===== src/rtl/core/rau_pkg.sv =====
// ----------------------------------------------------------------------------
// rau_pkg
// Shared types, constants and helpers of the rational arithmetic unit.
// ----------------------------------------------------------------------------
package rau_pkg;

  // Width of the fraction fields that take part in the arithmetic.
  localparam int FIELD_WIDTH = 32;
  localparam int MAG_W       = FIELD_WIDTH;
  localparam int PROD_W      = 2 * MAG_W;
  localparam int CNT_W       = $clog2(PROD_W);
  localparam int SHIFT_W     = $clog2(PROD_W + 1);
  localparam int QDEPTH      = 2;
  localparam int QPTR_W      = $clog2(QDEPTH);
  localparam int QCNT_W      = $clog2(QDEPTH + 1);

  // Operation codes.
  localparam logic [2:0] CMD_ADD = 3'd0;
  localparam logic [2:0] CMD_SUB = 3'd1;
  localparam logic [2:0] CMD_MUL = 3'd2;
  localparam logic [2:0] CMD_DIV = 3'd3;

  // Status codes.
  localparam logic [1:0] STAT_OK   = 2'd0;
  localparam logic [1:0] STAT_DIVZ = 2'd1;
  localparam logic [1:0] STAT_OVF  = 2'd2;

  typedef struct packed {
    logic [2:0]         cmd;
    logic signed [31:0] a_num;
    logic signed [31:0] a_den;
    logic signed [31:0] b_num;
    logic signed [31:0] b_den;
  } rau_in_t;

  typedef struct packed {
    logic signed [31:0] res_num;
    logic [30:0]        res_den;
    logic [1:0]         status;
  } rau_out_t;

  // A classified job: three magnitude products with their signs.
  // Products 0 and 1 are summed for the numerator, product 2 is the denominator.
  typedef struct packed {
    logic                  err;
    logic [2:0][MAG_W-1:0] xm;
    logic [2:0][MAG_W-1:0] ym;
    logic [2:0]            ps;
  } rau_job_t;

  typedef enum logic [2:0] {
    S_IDLE,
    S_MUL,
    S_ADD,
    S_GCD,
    S_DIVN,
    S_DIVD,
    S_FIN
  } rau_state_t;

  // Sign and magnitude of a field, sign-extended from bit FIELD_WIDTH-1.
  function automatic logic [MAG_W:0] decode(input logic [31:0] raw);
    logic [MAG_W-1:0] v;
    logic             neg;
    v   = raw[MAG_W-1:0];
    neg = v[MAG_W-1];
    return {neg, (neg ? (~v + 1'b1) : v)};
  endfunction

endpackage


===== src/rtl/core/rau_fifo.sv =====
// ----------------------------------------------------------------------------
// rau_fifo
// Short job queue between the front and the back.
// ----------------------------------------------------------------------------
module rau_fifo (
  input  logic              clk,
  input  logic              rst_n,
  input  logic              push,
  input  rau_pkg::rau_job_t push_data,
  output logic              full,
  input  logic              pop,
  output rau_pkg::rau_job_t pop_data,
  output logic              empty
);
  import rau_pkg::*;

  rau_job_t           mem_r [QDEPTH];
  logic [QPTR_W-1:0]  wr_r, wr_nxt, rd_r, rd_nxt;
  logic [QCNT_W-1:0]  cnt_r, cnt_nxt;
  logic               do_push, do_pop;

  assign full     = (cnt_r == QCNT_W'(QDEPTH));
  assign empty    = (cnt_r == '0);
  assign do_push  = push && !full;
  assign do_pop   = pop && !empty;
  assign pop_data = mem_r[rd_r];

  // Pointer and fill count update.
  always_comb begin
    wr_nxt  = do_push ? ((wr_r == QPTR_W'(QDEPTH - 1)) ? '0 : wr_r + 1'b1) : wr_r;
    rd_nxt  = do_pop  ? ((rd_r == QPTR_W'(QDEPTH - 1)) ? '0 : rd_r + 1'b1) : rd_r;
    cnt_nxt = cnt_r + QCNT_W'(do_push) - QCNT_W'(do_pop);
  end

  always_ff @(posedge clk) begin
    if (!rst_n) begin
      wr_r  <= '0;
      rd_r  <= '0;
      cnt_r <= '0;
    end else begin
      wr_r  <= wr_nxt;
      rd_r  <= rd_nxt;
      cnt_r <= cnt_nxt;
    end
  end

  // Entry storage.
  always_ff @(posedge clk) begin
    if (do_push) begin
      mem_r[wr_r] <= push_data;
    end
  end

  a_cnt_bound: assert property (@(posedge clk) disable iff (!rst_n)
    cnt_r <= QCNT_W'(QDEPTH))
    else $error("queue fill count exceeds depth");

  a_cnt_track: assert property (@(posedge clk) disable iff (!rst_n)
    (do_push && !do_pop) |=> (cnt_r == $past(cnt_r) + 1'b1))
    else $error("queue fill count missed a push");

endmodule


===== config.mk =====
export PLATFORM = sky130hd
export DESIGN_NAME = rau_fifo
export DESIGN_NICKNAME = d
export VERILOG_FILES = /design/src/rtl/core/rau_pkg.sv /design/src/rtl/core/rau_fifo.sv
export SDC_FILE = /design/constraint.sdc
export NUM_CORES = 1
export LEC_CHECK = 0
export BUFFER_PORTS_ARGS = -buffer_cell sky130_fd_sc_hd__buf_2
export CAP_MARGIN = 20
export CORE_UTILIZATION = 40
export CTS_CLUSTER_SIZE = 16
export DETAILED_ROUTE_END_ITERATION = 8
export GPL_TIMING_DRIVEN = 0
export HOLD_SLACK_MARGIN = 0.02
export PLACE_DENSITY = 0.64
export SETUP_SLACK_MARGIN = 0.5
export SLEW_MARGIN = 20
export SYNTH_ARGS = -nofsm -noshare
export SYNTH_HDL_FRONTEND = slang
export SYNTH_SLANG_ARGS = --single-unit

===== constraint.sdc =====
create_clock -name clk -period 31.4 [get_ports clk]
set_input_delay 9.42 -clock clk [delete_from_list [all_inputs] [get_ports clk]]
set_output_delay 9.42 -clock clk [all_outputs]
set_load 0.05 [all_outputs]

==> impl_metrics.tcl <==
set metrics [dict create \
    first_iter_violations 173 \
    io_buffer_count 397 \
    worstPathArrival_ps 1990 \
    rsz0062_at_grt "false" \
    combPwrFrac_pct 38.5 \
    start_util_pct 40.8 \
    drt-pass1-iter-count 4 \
    cts_resized 0 \
    cts_root_buf "clkbuf_16" \
    p_seq_share_pct 35.6 \
    p_per_area_nw_per_um2 102 \
    detail_route.wl_per_cell_um 18.7 \
    criticalPathCategory "reg -> out" \
    slowest_delay_ps 320 \
    grt_usage_pct 15.1 \
    ys_seq_area_share_pct 79.4 \
    clock.fmax_mhz 87.7 \
    fin_setup_tns_ps 0 \
    nets 1293 \
    outcome "completed" \
    rows 70 \
    worst_slew_pin_slew_ps 582 \
    syn_area_um2 15000 \
    cp.required_ps 21980 \
    worst_path_dominant_cell_family "buffers and inverters" \
    drc 0 \
    finalHoldViolCount 0 \
    max_slew_margin_pct 61.1 \
    vias 7478 \
    final_area_um2 19300 \
    cts_sinks 397 \
    wl_um 29700 \
    detail-route-antenna-nets 0 \
    p_leak_nw 7.51 \
    core_area_um2 36700 \
    cp_num_buf_inv 4 \
    syn_nets 839 \
    synth.avg_cell_area_um2 23.5 \
    grt_pass1_vias 7753 \
    power.internal_mw 1.24 \
    die_area_um2 38200 \
    vdd_ir_drop_max_v 0.0000536 \
    vias_per_cell 4.70 \
    hpwl_um 20400 \
    p_sw_share_pct 37.0 \
    die_h_um 195 \
    gp_congestion 0.718 \
    synth_cell_types 18 \
    path_clk_slew_ps 60 \
    cts_tree "built" \
    die_w_um 195 \
    drive_above_1_share_pct 61.2 \
    layout_setup_ws_ps 19990 \
    hold_path_class "reg -> reg" \
    clk_path_buf_depth 3 \
    syn-instance-count 637 \
    p_switching_uw 728 \
    dp.cells 1515 \
    ios 398 \
    dp_slack_ps 19890 \
    antenna_found_initial 5 \
    period_needed_ps 11410 \
    placed_area_um2 17900 \
    hold_ws_ps 527 \
    grt_pass1_wl_um 43600 \
    synth_seq_cells 397 \
    grt_max_degree 51 \
    critPathMaxFanout 10 \
    cts_max_level 2 \
    cts_buffers 42 \
    drv_slew 0 \
    p_clk_share_pct 25.8 \
    ctsHoldBuffers 0 \
    yosys_warnings 0 \
    finalClockSkew_ps 15.5 \
    postCtsSetupRepairBufs 0 \
    path_cells "buf_6 > buf_6 > buf_6 > mux2_4 > buf_2" \
    syn2layout_area_growth_pct 29.0 \
    finalCritPeriodShare_pct 36.3 \
    slowest_stage "dfxtp_1" \
    fin_cells 1592 \
    end_kind "output port" \
    clk_latency_ps 550 \
    start_kind "flip-flop" \
    crit_top_cell "buf_6" \
    drv_cap 0 \
    setup_viol_count_final 0 \
    overflow 0 \
]
## state kept, by name, summed over array words and instances (netlist names), named ones only
name / cells
mem_r: 392
cnt_r: 2
rd_r: 1
wr_r: 1
## logic make-up after synthesis
logic type / synth area share [%]
adders and majority gates: 0.167
xor gates and xnor gates: 0.117
muxes: 18.3
and+or+nand+nor: 0.418
DFF: 79.4
AOI/OAI and AO/OA: 0.0502
buffers and inverters: 1.52
## worst reg2reg max path: stages (launching register included)
cell and delay (ps):
dfxtp_1 370, nand2b_1 190, nand2_1 150, nor2_4 480, buf_16 240, buf_16 190
buf_12 210, buf_16 200, buf_12 210
## area by class of cell
| cell class | count | area (um2) |
|---|---|---|
| buffer | 22 | 216 |
| tap | 468 | 586 |
| antenna | 2 | 5.00 |
| timing repair buffer | 410 | 2310 |
| inverter | 3 | 11.3 |
| clock buffer | 58 | 1190 |
| sequential | 397 | 11900 |
| fill | 2991 | 17400 |
| clock inverter | 17 | 229 |
| multi-input combinational | 215 | 2870 |
## layer usage
metal,track usage (%),routed length (um)
met1,17.2,11500
met2,25.9,15100
met3,4.72,2010
met4,7.23,1060
met5,0,37
## power groups by stage
| stage | sequential (mW) | combinational, mW | clock, mW |
|---|---|---|---|
| floorplan | 0.733 | 0.591 | 0 |
| global placement | 0.753 | 0.738 | 0 |
| detailed placement | 0.712 | 0.766 | 0 |
| CTS | 0.701 | 0.768 | 0.522 |
| global route | 0.707 | 0.789 | 0.539 |
| finish | 0.700 | 0.757 | 0.508 |
## metrics by stage
stage,power (mW),util [%]
6_report,1.97,52.6
5_1_grt,2.03,52.6
4_1_cts,1.99,52.5
3_5_place_dp,1.48,48.7
3_3_place_gp,1.49,47.8
2_1_floorplan,1.32,-
## path summary, 6_finish.rpt
kind	startpoint	endpoint	slack (ps)	cells past startpoint
hold reg to reg	rd_r	flip-flop	530	2
hold / removal	rd_r	flip-flop	530	2
setup / recovery	flip-flop	pop_data[51]	19990	5
setup reg to reg	cnt_r[0]	mem_r[0][80]	28850	8
## synthesized netlist by cell type, drive strengths merged
cell type | count | share of area, %
nor2 | 5 | 0.13
mux2i | 1 | 0.067
dfxtp | 5 | 0.67
and2 | 2 | 0.084
inv | 3 | 0.075
xnor2 | 1 | 0.059
buf | 22 | 1.4
edfxtp | 392 | 79
mux2 | 196 | 18
o21a | 1 | 0.050
nor3 | 1 | 0.033
xor2 | 1 | 0.059
nand2 | 2 | 0.050
and3 | 1 | 0.042
nand2b | 2 | 0.084
ha | 2 | 0.17
## cell usage in the layout, fill, tap and decap left out, drive strengths merged
cell,instances
and2,2
and3,1
buf,432
bufinv,6
clkbuf,58
clkinv,10
clkinvlp,1
dfxtp,5
diode,2
edfxtp,392
ha,2
inv,3
mux2,196
mux2i,1
nand2,2
nand2b,2
nor2,5
nor3,1
o21a,1
xnor2,1
xor2,1
(Power assumes the default switching activity.)
