[src/rtl/core/rau_pkg.sv]
// ----------------------------------------------------------------------------
// rau_pkg
// Shared types, constants and helpers of the rational arithmetic unit.
// ----------------------------------------------------------------------------
package rau_pkg;

  // Width of the fraction fields that take part in the arithmetic.
  localparam int FIELD_WIDTH = 32;
  localparam int MAG_W       = FIELD_WIDTH;
  localparam int PROD_W      = 2 * MAG_W;
  localparam int CNT_W       = $clog2(PROD_W);
  localparam int SHIFT_W     = $clog2(PROD_W + 1);
  localparam int QDEPTH      = 2;
  localparam int QPTR_W      = $clog2(QDEPTH);
  localparam int QCNT_W      = $clog2(QDEPTH + 1);

  // Operation codes.
  localparam logic [2:0] CMD_ADD = 3'd0;
  localparam logic [2:0] CMD_SUB = 3'd1;
  localparam logic [2:0] CMD_MUL = 3'd2;
  localparam logic [2:0] CMD_DIV = 3'd3;

  // Status codes.
  localparam logic [1:0] STAT_OK   = 2'd0;
  localparam logic [1:0] STAT_DIVZ = 2'd1;
  localparam logic [1:0] STAT_OVF  = 2'd2;

  typedef struct packed {
    logic [2:0]         cmd;
    logic signed [31:0] a_num;
    logic signed [31:0] a_den;
    logic signed [31:0] b_num;
    logic signed [31:0] b_den;
  } rau_in_t;

  typedef struct packed {
    logic signed [31:0] res_num;
    logic [30:0]        res_den;
    logic [1:0]         status;
  } rau_out_t;

  // A classified job: three magnitude products with their signs.
  // Products 0 and 1 are summed for the numerator, product 2 is the denominator.
  typedef struct packed {
    logic                  err;
    logic [2:0][MAG_W-1:0] xm;
    logic [2:0][MAG_W-1:0] ym;
    logic [2:0]            ps;
  } rau_job_t;

  typedef enum logic [2:0] {
    S_IDLE,
    S_MUL,
    S_ADD,
    S_GCD,
    S_DIVN,
    S_DIVD,
    S_FIN
  } rau_state_t;

  // Sign and magnitude of a field, sign-extended from bit FIELD_WIDTH-1.
  function automatic logic [MAG_W:0] decode(input logic [31:0] raw);
    logic [MAG_W-1:0] v;
    logic             neg;
    v   = raw[MAG_W-1:0];
    neg = v[MAG_W-1];
    return {neg, (neg ? (~v + 1'b1) : v)};
  endfunction

endpackage

[src/rtl/core/rau_front.sv]
// ----------------------------------------------------------------------------
// rau_front
// Classifies an incoming word: error checks and selection of the products.
// ----------------------------------------------------------------------------
module rau_front (
  input  rau_pkg::rau_in_t  in_data,
  output rau_pkg::rau_job_t job
);
  import rau_pkg::*;

  logic [MAG_W:0]   an, ad, bn, bd;
  logic             bn_s;
  logic [MAG_W-1:0] one_m;

  assign an    = decode(in_data.a_num);
  assign ad    = decode(in_data.a_den);
  assign bn    = decode(in_data.b_num);
  assign bd    = decode(in_data.b_den);
  assign one_m = MAG_W'(1);

  // Subtraction flips the sign of the second numerator.
  assign bn_s = (in_data.cmd == CMD_SUB) ? ~bn[MAG_W] : bn[MAG_W];

  // Operand pairs for the three products, by operation.
  always_comb begin
    job.err = (ad[MAG_W-1:0] == '0) ||
              ((in_data.cmd inside {[CMD_ADD:CMD_DIV]}) && bd[MAG_W-1:0] == '0) ||
              ((in_data.cmd == CMD_DIV) && bn[MAG_W-1:0] == '0);
    job.xm  = '0;
    job.ym  = '0;
    job.ps  = '0;
    case (in_data.cmd)
      CMD_ADD, CMD_SUB: begin
        job.xm[0] = an[MAG_W-1:0]; job.ym[0] = bd[MAG_W-1:0];
        job.ps[0] = an[MAG_W] ^ bd[MAG_W];
        job.xm[1] = bn[MAG_W-1:0]; job.ym[1] = ad[MAG_W-1:0];
        job.ps[1] = bn_s ^ ad[MAG_W];
        job.xm[2] = ad[MAG_W-1:0]; job.ym[2] = bd[MAG_W-1:0];
        job.ps[2] = ad[MAG_W] ^ bd[MAG_W];
      end
      CMD_MUL: begin
        job.xm[0] = an[MAG_W-1:0]; job.ym[0] = bn[MAG_W-1:0];
        job.ps[0] = an[MAG_W] ^ bn[MAG_W];
        job.xm[2] = ad[MAG_W-1:0]; job.ym[2] = bd[MAG_W-1:0];
        job.ps[2] = ad[MAG_W] ^ bd[MAG_W];
      end
      CMD_DIV: begin
        job.xm[0] = an[MAG_W-1:0]; job.ym[0] = bd[MAG_W-1:0];
        job.ps[0] = an[MAG_W] ^ bd[MAG_W];
        job.xm[2] = ad[MAG_W-1:0]; job.ym[2] = bn[MAG_W-1:0];
        job.ps[2] = ad[MAG_W] ^ bn[MAG_W];
      end
      default: begin
        // Normalize, also for the unused codes.
        job.xm[0] = an[MAG_W-1:0]; job.ym[0] = one_m;
        job.ps[0] = an[MAG_W];
        job.xm[2] = ad[MAG_W-1:0]; job.ym[2] = one_m;
        job.ps[2] = ad[MAG_W];
      end
    endcase
  end

endmodule

[config.mk]
export PLATFORM = sky130hd
export DESIGN_NAME = rau_front
export DESIGN_NICKNAME = d
export VERILOG_FILES = /design/src/rtl/core/rau_pkg.sv /design/src/rtl/core/rau_front.sv
export SDC_FILE = /design/constraint.sdc
export NUM_CORES = 1
export LEC_CHECK = 0
export BUFFER_PORTS_ARGS = -buffer_cell sky130_fd_sc_hd__buf_2
export CORE_AREA = 2 2 127 129
export DETAILED_ROUTE_END_ITERATION = 12
export DIE_AREA = 0 0 129 131
export PLACE_DENSITY = 0.63
export SLEW_MARGIN = 20
export SYNTH_ARGS = -nofsm -noshare
export SYNTH_HDL_FRONTEND = slang
export SYNTH_SLANG_ARGS = --single-unit
[constraint.sdc]
create_clock -name vclk -period 4.95
set_input_delay 0.7425 -clock vclk [all_inputs]
set_output_delay 0.7425 -clock vclk [all_outputs]
set_load 0.03 [all_outputs]
==> impl.org <==
** Cells and area
- At the end of the flow, the number of nets in the layout was around 1100.
- The layout has 1748 filler cells.
- The repair_antennas step left the layout with diodes totalling 0.
- Registers take 0 sq um.
- Sequential cell count :: 0
- Most common library cell in the layout ignoring fill and taps :: sky130_fd_sc_hd__buf_2
- Of the cells placed in the final design, the portion with a size suffix greater than 1 is 0.391.
- Layout area overhead :: 43.9%
- The top cell types in the final layout, fill and taps aside, are sky130_fd_sc_hd__buf_2 (327), sky130_fd_sc_hd__nor2_1 (75), sky130_fd_sc_hd__xor2_1 (70).
- The layout has 0 clock buffers.

** Timing
- Setup WS post-layout :: 0.290 ns
- Of the available clock period, the critical path in the final layout requires 0.941.
- Timing would allow up to 0.215 GHz.
- Fin. max-slew vios :: 0
- The routed design could run at a clock period as short as ~4.7 ns.
- Endpoints failing hold :: 0
- Relative slew margins :: 0.434
- For the pin with the worst max-slew slack, the measured transition is between 0.8 and 0.9 ns.
- Sum of negative setup slack :: 0 ns
- Setup violations remaining at the end of the flow were counted as 0.
- Setup repair after global routing left no endpoint under its margin.

** Yosys
- Of the synthesized area, sequential elements account for 0.
- Syn Inst Count :: about 660
- Yosys warning total :: 0
- The mapped netlist covers ~4200 sq um.
- Synthesis instantiated 56 different standard cells from the library.
- Dividing the synthesized area by the synthesized cell count gives ~6.4 sq um.
- Synthesized netlist net count :: around 800

** Power
- Combinational Power Share :: 1.000
- Power dissipated by switching net loads :: 0.600 mW
- Of the total power, the clock network draws 0.
- Leakage power total :: around 2.9 nW
- Of the total power, the share spent switching nets is 0.693.
- The internal portion of the total power is 0.266 mW.
- Total power divided by cell area :: about 140 nW/um^2
- Peak ir drop on the vdd network :: 64.9 uV
- Sequential cell fraction of total power :: 0

** Global route
- The via count of the first global-routing pass came to 5481.
- Largest net degree at the start of global routing :: 67
- The first global-routing pass estimated 29200 um of wire.
- The number of antenna violations at the first check in global routing was 0.
- Overall Global Routing Usage :: 0.216
- Residual overflow from global routing :: 0

** Placed design
- The HPWL after detailed placement is between 15000 and 20000 um.
- Buffers placed on the I/O ports in this run total 327.
- Timing analysis after detailed placement gives a worst setup slack of 0.321 ns.
- The congestion estimate from routability-driven global placement came to 0.917.

** Worst setup path
- For the worst setup path, the data required time is between 4 and 5 ns.
- The critical path is of the in2out type.
- The largest individual stage delay along the critical path comes from the cell sky130_fd_sc_hd__or4_1.
- On the critical path the largest part of the delay comes from simple AND/OR/NAND/NOR gates.
- STA classifies the critical path endpoint as an output pin.
- Data arrival at the endpoint of the critical path :: 3.92 ns
- CP startpoint kind :: input port
- Cell Chain, Critical Path :: buf_2 > nor4_2 > nand4_1 > nand2_1 > xor2_1 > nand4_1 > or4_1 > or4_1 > nand3_1 > buf_2
- Worst-path fanout max :: 8
- Tracing the worst setup path back leads to its startpoint at in_data[2].
- Slowest stage delay, CP :: 0.59 ns
- The critical path contains buffers and inverters numbering 2 combined.

** Routing
- For this run, design rule violations remaining after detail routing come to 0.
- Per-cell via count in the routed design :: about 5.4
- TritonRoute pass-1 iters :: 4
- Routed length per instance :: between 15 and 20 um
- Via total after detailed routing :: ~6400
- For this block, the initial DRC count from the detailed router was 345.
- Total wirelength of the detailed-routed design :: 20400 um
- Once detail routing completed, the nets flagged for antenna violations numbered 0.

** Clock network
- Gates resized during post-CTS repair numbered 0.
- Post-CTS timing repair inserted 0 buffers for setup.
- Number of buffers inserted by hold repair at cts :: 0

** Job
- Number of violations of the max-capacitance limit :: 0

** Floorplan
- Placement row count :: 46
- For this configuration, the core starts out at a cell density of 0.271.
- After floorplanning, the core was sized to cover 15600 sq um.
- Pin placement for this block handled between 300 and 400 I/O pins.
- Die Footprint :: about 17000 sq um
- Height of the die :: 131 um
- Die X-Extent :: roughly 130 um

** Run status
- The flow ran to the end, and the final reports show no timing, DRC or antenna violations.

** Min path
- The path class of the tightest hold or removal check is in2out.
- The worst hold path begins at in_data[96].
==> final timing paths <==
path	cells past startpoint	endpoint	slack (ns)
max	10	job[195]	0.29
min	2	job[99]	1.79
==> cell type report <==
cell class / instances / area, sq um / area share
Timing Repair Buffer: 350 / 1810 / 0.297
Tap cell: 216 / 270 / 0.0444
Multi-Input combinational cell: 582 / 3910 / 0.642
Inverter: 27 / 101 / 0.0166
==> through the flow <==
stage	cells	cell area, sq um	hold WS [ns]	total power [mW]	util
5_1_grt	1175	6090	1.80	0.922	0.391
3_3_place_gp	1175	6090	1.79	0.862	0.391
3_5_place_dp	1175	6090	1.79	0.862	0.391
6_report	1175	6090	1.79	0.866	0.391
4_1_cts	1175	6090	1.79	0.865	0.391
2_1_floorplan	662	4230	1.60	0.550	-
==> power by group through the flow <==
stage,sequential (mW),combinational (mW),clock (mW)
2_1_floorplan,0,0.550,0
3_3_place_gp,0,0.862,0
3_5_place_dp,0,0.862,0
4_1_cts,0,0.865,0
5_1_grt,0,0.922,0
6_report,0,0.866,0
==> synth_stat cells (3+ instances only) <==
cell type / count / area [sq um]
sky130_fd_sc_hd__or4_1: 20 / 150
sky130_fd_sc_hd__nor2_1: 75 / 282
sky130_fd_sc_hd__a21oi_1: 8 / 40.0
sky130_fd_sc_hd__nor2b_1: 17 / 106
sky130_fd_sc_hd__nor4_1: 12 / 75.1
sky130_fd_sc_hd__nand3_1: 12 / 60.1
sky130_fd_sc_hd__o31a_1: 4 / 35.0
sky130_fd_sc_hd__mux2i_1: 4 / 40.0
sky130_fd_sc_hd__nor4b_1: 3 / 26.3
sky130_fd_sc_hd__xor2_1: 70 / 613
sky130_fd_sc_hd__nand4b_1: 4 / 35.0
sky130_fd_sc_hd__nor3_1: 18 / 90.1
sky130_fd_sc_hd__o21ai_0: 34 / 170
sky130_fd_sc_hd__or2_2: 4 / 25.0
sky130_fd_sc_hd__clkbuf_1: 44 / 165
sky130_fd_sc_hd__o41ai_1: 12 / 105
sky130_fd_sc_hd__or3_1: 12 / 75.1
sky130_fd_sc_hd__xnor2_1: 49 / 429
sky130_fd_sc_hd__nand4_1: 21 / 131
sky130_fd_sc_hd__or4_4: 6 / 67.6
sky130_fd_sc_hd__ha_1: 4 / 50.1
sky130_fd_sc_hd__buf_1: 4 / 15.0
sky130_fd_sc_hd__o31ai_1: 42 / 315
sky130_fd_sc_hd__o22ai_1: 63 / 394
sky130_fd_sc_hd__nand2b_1: 7 / 43.8
sky130_fd_sc_hd__inv_1: 27 / 101
sky130_fd_sc_hd__nand2_1: 40 / 150
sky130_fd_sc_hd__a21boi_0: 6 / 45.0
sky130_fd_sc_hd__or4b_2: 3 / 30.0
==> logic make-up (layout without fill, tap and decap cells) <==
group,Yosys count,count (layout),synth area share
mux,5,5,0.0121
compound gates,186,186,0.307
xor+xnor,120,120,0.250
buf+inv,80,377,0.0765
simple gates,267,267,0.343
fa+ha+maj,4,4,0.0118
==> routing by layer <==
layer	vias up	track usage	wire length [um]
met4	0	0.0524	485
met1	2958	0.289	8850
li1	3071	-	-
met2	307	0.378	9820
met5	-	0	0
met3	37	0.0163	1300
Note: power is estimated with default switching activity, not from simulation.
