--- src/rtl/core/rau_pkg.sv ---
// ----------------------------------------------------------------------------
// rau_pkg
// Shared types, constants and helpers of the rational arithmetic unit.
// ----------------------------------------------------------------------------
package rau_pkg;

  // Width of the fraction fields that take part in the arithmetic.
  localparam int FIELD_WIDTH = 32;
  localparam int MAG_W       = FIELD_WIDTH;
  localparam int PROD_W      = 2 * MAG_W;
  localparam int CNT_W       = $clog2(PROD_W);
  localparam int SHIFT_W     = $clog2(PROD_W + 1);
  localparam int QDEPTH      = 2;
  localparam int QPTR_W      = $clog2(QDEPTH);
  localparam int QCNT_W      = $clog2(QDEPTH + 1);

  // Operation codes.
  localparam logic [2:0] CMD_ADD = 3'd0;
  localparam logic [2:0] CMD_SUB = 3'd1;
  localparam logic [2:0] CMD_MUL = 3'd2;
  localparam logic [2:0] CMD_DIV = 3'd3;

  // Status codes.
  localparam logic [1:0] STAT_OK   = 2'd0;
  localparam logic [1:0] STAT_DIVZ = 2'd1;
  localparam logic [1:0] STAT_OVF  = 2'd2;

  typedef struct packed {
    logic [2:0]         cmd;
    logic signed [31:0] a_num;
    logic signed [31:0] a_den;
    logic signed [31:0] b_num;
    logic signed [31:0] b_den;
  } rau_in_t;

  typedef struct packed {
    logic signed [31:0] res_num;
    logic [30:0]        res_den;
    logic [1:0]         status;
  } rau_out_t;

  // A classified job: three magnitude products with their signs.
  // Products 0 and 1 are summed for the numerator, product 2 is the denominator.
  typedef struct packed {
    logic                  err;
    logic [2:0][MAG_W-1:0] xm;
    logic [2:0][MAG_W-1:0] ym;
    logic [2:0]            ps;
  } rau_job_t;

  typedef enum logic [2:0] {
    S_IDLE,
    S_MUL,
    S_ADD,
    S_GCD,
    S_DIVN,
    S_DIVD,
    S_FIN
  } rau_state_t;

  // Sign and magnitude of a field, sign-extended from bit FIELD_WIDTH-1.
  function automatic logic [MAG_W:0] decode(input logic [31:0] raw);
    logic [MAG_W-1:0] v;
    logic             neg;
    v   = raw[MAG_W-1:0];
    neg = v[MAG_W-1];
    return {neg, (neg ? (~v + 1'b1) : v)};
  endfunction

endpackage

--- src/rtl/core/rau_back.sv ---
// ----------------------------------------------------------------------------
// rau_back
// Executes a job: products, signed sum, binary gcd, exact division, range check.
// ----------------------------------------------------------------------------
module rau_back (
  input  logic               clk,
  input  logic               rst_n,
  input  logic               job_empty,
  input  rau_pkg::rau_job_t  job_data,
  output logic               job_pop,
  output logic               out_valid,
  input  logic               out_ready,
  output rau_pkg::rau_out_t  out_data
);
  import rau_pkg::*;

  rau_state_t        st_r, st_nxt;
  rau_job_t          job_r, job_nxt;
  logic [1:0]        step_r, step_nxt;
  logic [CNT_W-1:0]  cnt_r, cnt_nxt;
  logic [PROD_W-1:0] p0_r, p0_nxt, p1_r, p1_nxt;
  logic              s0_r, s0_nxt, s1_r, s1_nxt;
  logic [PROD_W-1:0] n_r, n_nxt, d_r, d_nxt;
  logic              ns_r, ns_nxt, ds_r, ds_nxt;
  logic [PROD_W-1:0] u_r, u_nxt, v_r, v_nxt, g_r, g_nxt;
  logic [SHIFT_W-1:0] k_r, k_nxt;
  logic [PROD_W-1:0] rem_r, rem_nxt, q_r, q_nxt;
  logic              ov_r, ov_nxt;
  rau_out_t          res_r, res_nxt;

  logic [PROD_W-1:0] prod;
  logic              prod_s;
  logic [PROD_W:0]   rem_sh;
  logic              q_bit;
  logic [PROD_W-1:0] half;
  logic              neg;
  logic              ovf;
  logic              div_last;
  logic              gcd_done;
  logic              out_free;

  assign out_free = !ov_r || out_ready;
  assign div_last = (cnt_r == CNT_W'(PROD_W - 1));
  assign gcd_done = (u_r == '0);
  assign half     = PROD_W'(1) << (FIELD_WIDTH - 1);

  // One magnitude product per cycle.
  always_comb begin
    prod   = job_r.xm[step_r] * job_r.ym[step_r];
    prod_s = job_r.ps[step_r] && (prod != '0);
  end

  // Restoring divider step, shared by both quotients.
  always_comb begin
    rem_sh = {rem_r, q_r[PROD_W-1]};
    q_bit  = (rem_sh >= {1'b0, g_r});
  end

  // Sign and range of the reduced result; n_r holds the numerator quotient.
  always_comb begin
    neg = (ns_r != ds_r) && (n_r != '0);
    ovf = (q_nxt > half - 1'b1) || (neg ? (n_r > half) : (n_r > half - 1'b1));
  end

  // Next state.
  always_comb begin
    st_nxt = st_r;
    case (st_r)
      S_IDLE: if (!job_empty) st_nxt = job_data.err ? S_FIN : S_MUL;
      S_MUL:  if (step_r == 2'd2) st_nxt = S_ADD;
      S_ADD:  st_nxt = S_GCD;
      S_GCD:  if (gcd_done) st_nxt = S_DIVN;
      S_DIVN: if (div_last) st_nxt = S_DIVD;
      S_DIVD: if (div_last) st_nxt = S_FIN;
      S_FIN:  if (out_free) st_nxt = S_IDLE;
      default: st_nxt = S_IDLE;
    endcase
  end

  // Datapath and output register.
  always_comb begin
    job_nxt  = job_r;
    step_nxt = step_r;
    cnt_nxt  = cnt_r;
    p0_nxt   = p0_r;
    p1_nxt   = p1_r;
    s0_nxt   = s0_r;
    s1_nxt   = s1_r;
    n_nxt    = n_r;
    ns_nxt   = ns_r;
    d_nxt    = d_r;
    ds_nxt   = ds_r;
    u_nxt    = u_r;
    v_nxt    = v_r;
    g_nxt    = g_r;
    k_nxt    = k_r;
    rem_nxt  = rem_r;
    q_nxt    = {q_r[PROD_W-2:0], q_bit};
    res_nxt  = res_r;
    ov_nxt   = ov_r && !out_ready;
    job_pop  = 1'b0;
    case (st_r)
      S_IDLE: begin
        job_pop  = !job_empty;
        job_nxt  = job_data;
        step_nxt = '0;
        res_nxt  = '{res_num: '0, res_den: '0, status: STAT_DIVZ};
      end
      S_MUL: begin
        step_nxt = step_r + 1'b1;
        case (step_r)
          2'd0:    begin p0_nxt = prod; s0_nxt = prod_s; end
          2'd1:    begin p1_nxt = prod; s1_nxt = prod_s; end
          default: begin d_nxt = prod; ds_nxt = prod_s; end
        endcase
      end
      S_ADD: begin
        // Signed-magnitude sum of the two numerator products.
        if (s0_r == s1_r) begin
          n_nxt = p0_r + p1_r; ns_nxt = s0_r;
        end else if (p0_r >= p1_r) begin
          n_nxt = p0_r - p1_r; ns_nxt = s0_r;
        end else begin
          n_nxt = p1_r - p0_r; ns_nxt = s1_r;
        end
        if (n_nxt == '0) ns_nxt = 1'b0;
        u_nxt = n_nxt;
        v_nxt = d_r;
        k_nxt = '0;
      end
      S_GCD: begin
        // Binary gcd, one step per cycle.
        if (gcd_done) begin
          g_nxt   = v_r << k_r;
          rem_nxt = '0;
          q_nxt   = n_r;
          cnt_nxt = '0;
        end else if (!u_r[0] && !v_r[0]) begin
          u_nxt = u_r >> 1; v_nxt = v_r >> 1; k_nxt = k_r + 1'b1;
        end else if (!u_r[0]) begin
          u_nxt = u_r >> 1;
        end else if (!v_r[0]) begin
          v_nxt = v_r >> 1;
        end else if (u_r >= v_r) begin
          u_nxt = u_r - v_r;
        end else begin
          v_nxt = v_r - u_r;
        end
      end
      S_DIVN, S_DIVD: begin
        rem_nxt = q_bit ? PROD_W'(rem_sh - {1'b0, g_r}) : rem_sh[PROD_W-1:0];
        cnt_nxt = cnt_r + 1'b1;
        if (div_last) begin
          cnt_nxt = '0;
          if (st_r == S_DIVN) begin
            n_nxt   = q_nxt;
            rem_nxt = '0;
            q_nxt   = d_r;
          end else if (ovf) begin
            res_nxt = '{res_num: '0, res_den: '0, status: STAT_OVF};
          end else begin
            res_nxt.res_num = neg ? -(32'(n_r)) : 32'(n_r);
            res_nxt.res_den = 31'(q_nxt);
            res_nxt.status  = STAT_OK;
          end
        end
      end
      S_FIN: begin
        if (out_free) ov_nxt = 1'b1;
      end
      default: ;
    endcase
  end

  always_ff @(posedge clk) begin
    if (!rst_n) begin
      st_r <= S_IDLE;
      ov_r <= 1'b0;
    end else begin
      st_r <= st_nxt;
      ov_r <= ov_nxt;
    end
  end

  // Payload registers; the output word has its own holding register below.
  always_ff @(posedge clk) begin
    job_r  <= job_nxt;
    step_r <= step_nxt;
    cnt_r  <= cnt_nxt;
    p0_r   <= p0_nxt;
    p1_r   <= p1_nxt;
    s0_r   <= s0_nxt;
    s1_r   <= s1_nxt;
    n_r    <= n_nxt;
    ns_r   <= ns_nxt;
    d_r    <= d_nxt;
    ds_r   <= ds_nxt;
    u_r    <= u_nxt;
    v_r    <= v_nxt;
    g_r    <= g_nxt;
    k_r    <= k_nxt;
    rem_r  <= rem_nxt;
    q_r    <= q_nxt;
    res_r  <= res_nxt;
  end

  // Output holding register, loaded as a result leaves the final state.
  rau_out_t out_r;
  always_ff @(posedge clk) begin
    if (st_r == S_FIN && out_free) begin
      out_r <= res_r;
    end
  end

  assign out_valid = ov_r;
  assign out_data  = out_r;

  a_gcd_v_nz: assert property (@(posedge clk) disable iff (!rst_n)
    (st_r == S_GCD) |-> (v_r != '0))
    else $error("gcd operand went to zero");

  a_div_g_nz: assert property (@(posedge clk) disable iff (!rst_n)
    (st_r == S_DIVN) |-> (g_r != '0))
    else $error("divider started with zero divisor");

  a_ok_den: assert property (@(posedge clk) disable iff (!rst_n)
    (out_valid && out_data.status == STAT_OK) |-> (out_data.res_den != '0))
    else $error("ok result with zero denominator");

  a_pop_idle: assert property (@(posedge clk) disable iff (!rst_n)
    job_pop |=> (st_r == S_MUL || st_r == S_FIN))
    else $error("job taken without starting work");

endmodule

--- config.mk ---
export PLATFORM = sky130hd
export DESIGN_NAME = rau_back
export DESIGN_NICKNAME = d
export VERILOG_FILES = /design/src/rtl/core/rau_pkg.sv /design/src/rtl/core/rau_back.sv
export SDC_FILE = /design/constraint.sdc
export NUM_CORES = 2
export LEC_CHECK = 0
export BUFFER_PORTS_ARGS = -buffer_cell sky130_fd_sc_hd__buf_2
export CAP_MARGIN = 10
export CORE_ASPECT_RATIO = 0.75
export CORE_MARGIN = 10
export CORE_UTILIZATION = 36
export DETAILED_ROUTE_END_ITERATION = 6
export PLACE_DENSITY = 0.53
export SKIP_LAST_GASP = 1
export SLEW_MARGIN = 25
export SYNTH_ARGS = -nofsm -noshare
export SYNTH_HDL_FRONTEND = slang
export SYNTH_SLANG_ARGS = --single-unit
--- constraint.sdc ---
create_clock -name clk -period 46.7 [get_ports clk]
set_clock_uncertainty 0.2 [all_clocks]
set_input_delay 4.67 -clock clk [delete_from_list [all_inputs] [get_ports clk]]
set_output_delay 4.67 -clock clk [all_outputs]
set_load 0.02 [all_outputs]
==> results.toml <==
[floorplanning]
core_area_um2 = 262700
start_util = 0.3615
die_area_um2 = 284900
die_w_um = 613.0
die_h_um = 464.8
rows = 163
ios = 267

[global_route]
grt_max_degree = 160
antenna_found_initial = 26
grt_pass1_vias = 79600
grt_pass1_wl_um = 539600
grt_usage = 0.2492
overflow = 0

[synth]
yosys.area.top_type = "edfxtp_1"
synthXorXnorAreaFrac = 0.03026
async_reset_ff_frac = 0
synth_compound_area_frac = 0.1501
netlist_area_um2 = 94950
synth_top_family_by_area = "adder cells"
synth_simple_gate_area_frac = 0.1503
syn_inst = 10450
avgSynthCellArea_um2 = 9.089
yosys_warnings = 0
synth_cell_type_count = 100
synth_top_area_share = 0.2707
ys.flop_type = "edfxtp_1"
syn-num-nets = 12200
synth_fa_ha_area_frac = 0.2760
synth-edff-count = 856
ys_seq_area_frac = 0.2851
ys_ff_latch = 924
synthTopCellsByArea = "edfxtp_1 27%, fa_1 19%, ha_1 8.6%"
synthMuxAreaShare = 0.02908

[placed_design]
dpl.hpwl_um = 291600
portBuffers = 266
gp_congestion = 0.9720
dp_slack_ps = 34140
place_inst = 13770

[setup_path]
crit_family = "adder cells"
crit_slowest_cell = "buf_4"
slowest_delay_ps = 820
crit_buf_inv = 8
worstPathRequired_ps = 46990
cp_common_cell = "fa_1"
crit_fanout = 77
arrival_ps = 12880
end_kind = "register"
cp-start-kind = "register"
path_class = "register to register"

[clocking]
ctsResizeCount = 0
cts_made_buffers = 105
cts_setup_buffers = 0
clk_pin_slew_ps = 70
clock_latency_ps = 830
cts_buffer_depth = 3
root_buffer = "clkbuf_16"
cts_htree_levels = 3
cts_sinks = 924
cts_tree = "built"
cts_hold_buf = 0

[timing]
min_period_ps = 12590
fmax_mhz = 79.42
timing.final.ws_setup_ps = 34110
maxSlewViolCount = 0
slew_headroom = 0.2540
worst_slew_pin_slew_ps = 1110
post-route-period-util = 0.2696
hold_viol = 0
rsz0062_at_grt = "no"
setup-violations-final = 0
fin_tns_setup_ps = 0

[finish]
mostFrequentLayoutCells = "1,379 x inv_1, 1,323 x nor2_1, 994 x nand2_1"
nFillCells = 26480
drive_gt1_frac = 0.07968
syn_to_final_growth_pct = 9.672
final_common_cell = "inv_1"
fin_cells = 13980
final_nets = 12170

[drt]
vias = 79170
drt_iter0_markers = 8547
wl_per_cell_um = 26.31
first_pass_iters = 7
drt_wl_total_um = 367900
avgViaCountPerCell = 5.663
drc = 13
ant_nets = 0

[run_status]
status = "finished, violations left"
violations = "design-rule violations"

[min_path]
hold_class = "register to register"

[job]
maxCapViolCount = 0
[layer usage]
layer	global-route usage	vias up	share of wire
met5	0.002704	-	0.00062
met4	0.06868	20	0.031
met3	0.05405	541	0.091
met2	0.3739	3563	0.42
met1	0.3609	39550	0.45
li1	-	35500	-
[sequential cells by signal (all words and copies together) (netlist names), 2 cells and up]
| name | flops |
|---|---|
| rem_r | 64 |
| n_r | 64 |
| job_r | 195 |
| out_data | 65 |
| res_r | 65 |
| p0_r | 64 |
| d_r | 64 |
| cnt_r | 6 |
| u_r | 64 |
| v_r | 64 |
| g_r | 64 |
| step_r | 2 |
| p1_r | 64 |
| st_r | 3 |
| q_r | 64 |
| k_r | 7 |
[cells in the mapped netlist (23+ instances only)]
master	number
a211o_1	23
a211oi_1	72
a21boi_0	26
a21o_1	234
a21oi_1	752
a221oi_1	104
a222oi_1	63
a31oi_1	70
and2_1	33
and3_1	104
buf_1	38
buf_2	30
clkbuf_1	504
dfxtp_1	68
edfxtp_1	856
fa_1	902
ha_1	651
inv_1	1379
mux2i_1	151
mux4_2	50
nand2_1	995
nand2b_1	67
nand3_1	103
nand4_1	136
nor2_1	1327
nor2b_1	49
nor3_1	153
nor4_1	78
o211ai_1	41
o21a_1	47
o21ai_0	426
o21bai_1	119
o31ai_1	48
or2_2	31
or3_1	43
or4_1	31
xnor2_1	239
xor2_1	89
[area by class of cell]
type	count	area, µm²	area share
multi-input combinational	7546	60890	0.5847
inverter	1392	5225	0.05018
antenna	11	27.53	0.0002643
tap	3465	4335	0.04163
clock inverter	74	1080	0.01037
sequential	924	27070	0.2599
clock buffer	123	2735	0.02627
timing repair buffer	446	2775	0.02665
[final timing paths]
kind                                              start                    end  slack [ps]  depth (start not counted)
worst min register to register   res_r[4]$_SDFFCE_PP0P_  out_data[4]$_DFFE_PP_         200                          0
worst max-delay path            step_r[1]$_SDFFCE_PN0P_         s0_r$_DFFE_PP_       34110                         34
worst min-delay path             res_r[4]$_SDFFCE_PP0P_  out_data[4]$_DFFE_PP_         200                          0
worst max register to register  step_r[1]$_SDFFCE_PN0P_         s0_r$_DFFE_PP_       34110                         34
[through the flow]
stage	utilization	hold slack, ps	area, µm²
2_1_floorplan	-	200.3	94950
6_report	0.3964	203.8	104100
3_5_place_dp	0.3814	204.5	100200
4_1_cts	0.3959	206.9	104000
3_3_place_gp	0.3812	206.7	100100
5_1_grt	0.3963	217.2	104100
[logic make-up (layout without fill, tap and decap cells)]
kind of cell,count (synthesis),count (layout)
xor gates and xnor gates,328,328
other,0,11
AOI/OAI and AO/OA,2229,2229
adders and majority gates,1553,1553
DFF,924,924
and+or+nand+nor,3224,3224
muxes,212,212
buffers and inverters,1976,2035
[worst reg2reg max path: cells and delay by family, from the launching register on]
| family | cells | cell delay [ps] |
|---|---|---|
| fa+ha+maj | 9 | 4250 |
| buf+inv | 8 | 2230 |
| compound gates | 6 | 2350 |
| xor+xnor | 1 | 210 |
| flops | 1 | 320 |
| simple gates | 10 | 2810 |
Power is not shown: default switching activity piles up to over one toggle a cycle in this logic, so the estimate is an artifact.
